--- src/hdl/mse_pkg.sv ---
package mse_pkg;

  // Controller states.
  typedef enum logic [2:0] {
    ST_LOAD,
    ST_PREP,
    ST_SETUP,
    ST_MERGE,
    ST_ADVANCE,
    ST_PRIME,
    ST_OUT
  } state_t;

  // Commands from the controller to the datapath.
  typedef struct packed {
    logic load;       // store the incoming word, or note the overflow
    logic sort_init;  // first pass: run width one, first run, buffer zero as source
    logic setup;      // load the pointers for the next pair of runs
    logic step;       // move one element into the destination buffer
    logic advance;    // go to the next pair of runs, or to the next pass
    logic out_start;  // point the read port at the first sorted element
    logic out_adv;    // the current sorted element has been taken
    logic clear;      // batch finished: drop the count and the overflow flag
  } cmd_t;

  // Status from the datapath to the controller.
  typedef struct packed {
    logic one_item;   // the batch holds a single element
    logic run_last;   // this merge step writes the last element of the pair
    logic sort_last;  // this advance ends the final pass
    logic out_last;   // the read pointer is at the last sorted element
  } status_t;

endpackage

--- src/hdl/mse_ctrl.sv ---
module mse_ctrl (
  input  logic             clk,
  input  logic             rst,
  input  logic             s_tvalid,
  input  logic             s_tlast,
  input  logic             m_tready,
  input  mse_pkg::status_t status,
  output mse_pkg::cmd_t    cmd,
  output logic             s_tready,
  output logic             m_tvalid
);
  import mse_pkg::*;

  state_t state;
  state_t state_next;

  // State register.
  always_ff @(posedge clk) begin
    if (rst) begin
      state <= ST_LOAD;
    end else begin
      state <= state_next;
    end
  end

  // Next state.
  always_comb begin
    state_next = state;
    case (state)
      ST_LOAD: begin
        if (s_tvalid && s_tlast) begin
          state_next = ST_PREP;
        end
      end
      ST_PREP: begin
        state_next = status.one_item ? ST_PRIME : ST_SETUP;
      end
      ST_SETUP: begin
        state_next = ST_MERGE;
      end
      ST_MERGE: begin
        if (status.run_last) begin
          state_next = ST_ADVANCE;
        end
      end
      ST_ADVANCE: begin
        state_next = status.sort_last ? ST_PRIME : ST_SETUP;
      end
      ST_PRIME: begin
        state_next = ST_OUT;
      end
      ST_OUT: begin
        if (m_tready && status.out_last) begin
          state_next = ST_LOAD;
        end
      end
      default: begin
        state_next = ST_LOAD;
      end
    endcase
  end

  // Commands and handshake outputs.
  always_comb begin
    cmd      = '0;
    s_tready = 1'b0;
    m_tvalid = 1'b0;
    case (state)
      ST_LOAD: begin
        s_tready = 1'b1;
        cmd.load = s_tvalid;
      end
      ST_PREP: begin
        cmd.sort_init = 1'b1;
      end
      ST_SETUP: begin
        cmd.setup = 1'b1;
      end
      ST_MERGE: begin
        cmd.step = 1'b1;
      end
      ST_ADVANCE: begin
        cmd.advance = 1'b1;
      end
      ST_PRIME: begin
        cmd.out_start = 1'b1;
      end
      ST_OUT: begin
        m_tvalid    = 1'b1;
        cmd.out_adv = m_tready;
        cmd.clear   = m_tready && status.out_last;
      end
      default: begin
        cmd = '0;
      end
    endcase
  end

endmodule

--- config.mk ---
export PLATFORM = sky130hd
export DESIGN_NAME = mse_ctrl
export DESIGN_NICKNAME = d
export VERILOG_FILES = /design/src/hdl/mse_pkg.sv /design/src/hdl/mse_ctrl.sv
export SDC_FILE = /design/constraint.sdc
export NUM_CORES = 1
export LEC_CHECK = 0
export ABC_CLOCK_PERIOD_IN_PS = 2680
export BUFFER_PORTS_ARGS = -buffer_cell sky130_fd_sc_hd__buf_2
export CAP_MARGIN = 20
export CORE_AREA = 5 5 42 44
export CTS_BUF_LIST = sky130_fd_sc_hd__clkbuf_8
export DETAILED_ROUTE_END_ITERATION = 16
export DIE_AREA = 0 0 47 49
export PLACE_DENSITY_LB_ADDON = 0.12
export SLEW_MARGIN = 20
export SYNTH_ARGS = -nofsm -noshare
export SYNTH_HDL_FRONTEND = slang
export SYNTH_SLANG_ARGS = --single-unit
--- constraint.sdc ---
create_clock -name clk -period 2.68 [get_ports clk]
set_input_delay 0.134 -clock clk [delete_from_list [all_inputs] [get_ports clk]]
set_output_delay 0.134 -clock clk [all_outputs]
set_load 0.1 [all_outputs]
After elaboration in Yosys (flattened, before gate mapping) --
Cells that the tools add are included.
Word-level totals: output and inout bits 10, bits in latches 0, memory bits (writable) 0, register bits after elaboration 3, ROM bits 0, input port bits 9, memories kept 0
Operators by class: shifts and indexed selects 0, reductions and logical operators 4, eq/ne operators 9, multiply operators 0, $lt $le $gt $ge 0, divide/modulo/power cells 0, bitwise gates (word level) 0, multiplexer cells 15, $add $sub $neg 0
Operator list (number):
- one-hot mux 3 bit (7 select lines) | 1
- two-way mux 3 bit | 5
- equality test 3 bit (second input constant) | 3
- two-way mux 1 bit | 8
- equality test 3 x 2 -> 1 bit (second input constant) | 2
- inequality test 2 bit (second input constant) | 3
- equality test 3 x 1 -> 1 bit (second input constant) | 1
- logical NOT 3 bit | 1
- AND reduction 3 bit | 1
- logical AND 1 bit | 2
- two-way mux 2 bit | 1

Logic depth before layout (Yosys ltp) --
depth in word-level cells 3, gate-level depth with buffers 4, mapped depth without buffers 3

Worst setup path before layout --
OpenSTA, ideal clock, no wires.
kind register -> output, start register state[1], end output cmd[5] (netlist name), stages on the path, launching flop included 3, data arrival time 2.771 ns, slack -0.225 ns, data required time 2.546 ns, buffers on the path 1, path through dfxtp_1 > buf_2 > nor3b_1
RTL lines:
- start, declared | line mse_ctrl.sv:14 | state_t state;
- start signal, assigned | line mse_ctrl.sv:22 | state <= state_next;
- end, declared | line mse_ctrl.sv:8 | output mse_pkg::cmd_t cmd,

==> reports/metrics.csv <==
metric;value;unit
part_of_the_total_power_dissipated_in_sequential_elements;19.2;%
drtIter0Drc;1;
critical_path_required;2.55;ns
tritoncts;yes;
fp.dieH;49;um
drv_slew;0;
post-route-period-util;66.79;%
worst_setup_path_endpoint;cmd[0];
nets;68;
seq_area_frac_synth;19.75;%
ioPinCount;19;
total_switching_power;0.2751;mW
count_of_max_cap_constraint_violations;0;
setup_ws;0.8901;ns
grt_setup_unrepaired;no;
clock_skew;0.003803;ns
grtUsageTotal;7.037;%
synth_area_per_cell;7.796;sq um
criticalPathCategory;register to primary output;
power-per-cell-area;1105;mW/mm^2
die_width;47;um
clkLatencyLatePin;0.21;ns
gp_routability_congestion;0.6272;
finalInstanceArea;440.4;sq um
grt_antenna_before_repair;0;
finalCriticalPeriod;1.790;ns
cts_made_buffers;3;
post_route_cells_drive_above_1_share;44.83;%
ir_drop;403.1;uV
cellInternalPower;0.2117;mW
clock_power_share;25.4;%
fraction_of_post_synthesis_cell_area_in_the_top_cell_type_by_area;19.75;%
timing.critical_path.slowest_stage_cell;sky130_fd_sc_hd__dfxtp_1;
synth_top_flop_cell;sky130_fd_sc_hd__dfxtp_1;
ant_nets;0;
synth_cells;39;
power.share.combinational;55.4;%
worstPathCellList;nand2_1 > nor2_2 > and3_1 > buf_2;
synth_most_common_cell;sky130_fd_sc_hd__a21oi_1;
grt_pass1_wl;1193;um
design.die.area;0.002303;sq mm
biggest_register;state;
placement.cell_area;395.4;sq um
report.power.total;0.4869;mW
clock-root-buffer;sky130_fd_sc_hd__clkbuf_8;
largest_register_ff_count;3;
layout.core_utilization;31.43;%
setup_viol;0;
worstSetupEndpointType;primary output;
placement.io_buffers;18;
postRouteWirelength;775;um
initial_utilization;21.70;%
yosys-top-cells-area;sky130_fd_sc_hd__dfxtp_1 (20%), sky130_fd_sc_hd__a21oi_1 (8.2%), sky130_fd_sc_hd__nor3b_1 (7.4%);
status;finished, final reports clean;
crit_start;state[2];
worst-r2r-setup-slack;1.38;ns
slew_headroom;64.12;%
grt_overflow;0;
critical_path_arrival;1.66;ns
clock_tree.htree_level_count;1;
grt_max_degree;18;
area_growth;44.86;%
drt-wirelength-per-cell;10.47;um
synthArstFlopShare;0;%
synthesis.nets;48;
drc;0;
post_synth_instance_area;304.0;sq um
synth_enable_flop_cells;0;
synthTopCellsByCount;sky130_fd_sc_hd__a21oi_1 (5), sky130_fd_sc_hd__dfxtp_1 (3), sky130_fd_sc_hd__nand2_1 (3), sky130_fd_sc_hd__nor2b_1 (3), sky130_fd_sc_hd__nor3b_1 (3);
worst_setup_path_start_kind;register;
worst-path-max-fanout;15;
dp_worst_setup_slack;1.104;ns
postSynthRegisterBits;3;
leakage;0.2208;nW
num_antenna_cells;0;
post_cts.resized_instances;0;
timing_hold_violations_final;0;
placement_rows;14;
coreArea;0.001401;sq mm
r2r_end;state[0];
switching_share;56.51;%
regToRegStartpoint;state[0];
vias;345;
drt-pass1-iter-count;3;
clock_sinks;3;
clock.fmax;558.7;MHz
post_synth_num_cell_types;23;
via_per_inst;4.662;
postCtsHoldBufs;0;
cts.path.max_buffers;2;
worstMarginPinSlew;0.5375;ns
ff2ff_path_depth;3;
vias_in_the_first_global_route;275;
clk_pin_slew_worst_paths;0.03;ns
worst_hold_path_type;input port to register;
post-synth-top-area-cell;sky130_fd_sc_hd__dfxtp_1;
post-cts-setup-buffers;0;
ys.warnings.count;0;
biggest_regs;state (3);
critPathMaxStageDelay;0.60;ns
[layout make-up]
class                      count  area [sq um]
clock inverter                 1         3.754
inverter                       1         3.754
clock buffer                   3         41.29
tap                           16         20.02
timing repair buffer          18         90.09
multi-input combinational     32         221.5
sequential                     3         60.06
fill                         165         960.9
[worst min path at each step]
stage | start | to | slack [ns] | cells after the start
3_5_place_dp | rst | state[1] | 0.39 | 2
3_3_place_gp | rst | state[1] | 0.39 | 2
5_1_grt | rst | state[1] | 0.17 | 2
2_1_floorplan | rst | state[1] | 0.25 | 1
6_report | rst | state[1] | 0.17 | 2
4_1_cts | rst | state[1] | 0.17 | 2
[power by group through the flow]
stage	clock network, mW	logic (mW)	registers [mW]
2_1_floorplan	0	0.268	0.0664
3_5_place_dp	0	0.272	0.0938
6_report	0.124	0.270	0.0933
4_1_cts	0.129	0.272	0.0928
5_1_grt	0.136	0.282	0.0981
3_3_place_gp	0	0.274	0.0950
[logic make-up (layout without fill, tap and decap cells)]
group	after synthesis	after routing	share of synthesized area (%)
buf+inv	4	23	9.051
simple gates	19	19	40.33
compound gates	13	13	30.86
flops	3	3	19.75
[worst max-delay path, delay by kind of cell (launching register included)]
kind          cells  cell delay, ns
buf+inv           1            0.42
simple gates      3            0.42
flops             1            0.60
[layout by cell type (no fill, tap or decap), types with 2 or more instances in the layout]
cell type and instances:
sky130_fd_sc_hd__nor3b_1 2, sky130_fd_sc_hd__o21ai_0 2, sky130_fd_sc_hd__nor2b_1 3, sky130_fd_sc_hd__and3b_1 2, sky130_fd_sc_hd__dfxtp_1 3, sky130_fd_sc_hd__nand2_1 3, sky130_fd_sc_hd__a21oi_1 5, sky130_fd_sc_hd__inv_1 2
sky130_fd_sc_hd__buf_2 18, sky130_fd_sc_hd__and2_1 2, sky130_fd_sc_hd__clkbuf_8 3, sky130_fd_sc_hd__nand2b_1 2
[per-stage QoR]
step | cells | TNS (ns) | hold slack (ns)
after detailed placement | 70 | 0 | 0.3919
after floorplan | 39 | -0.4810 | 0.2503
after CTS | 74 | 0 | 0.1668
after global placement | 70 | 0 | 0.3899
after global routing | 74 | 0 | 0.1685
final | 74 | 0 | 0.1692
[per-layer routing]
layer,vias to the layer above,GRT usage (%),wire (um)
met5,-,0,0
met4,0,2.765,0
met3,0,3.321,43
met2,6,10.63,410
met1,159,8.333,321
li1,180,-,-
(Power assumes the default switching activity.)
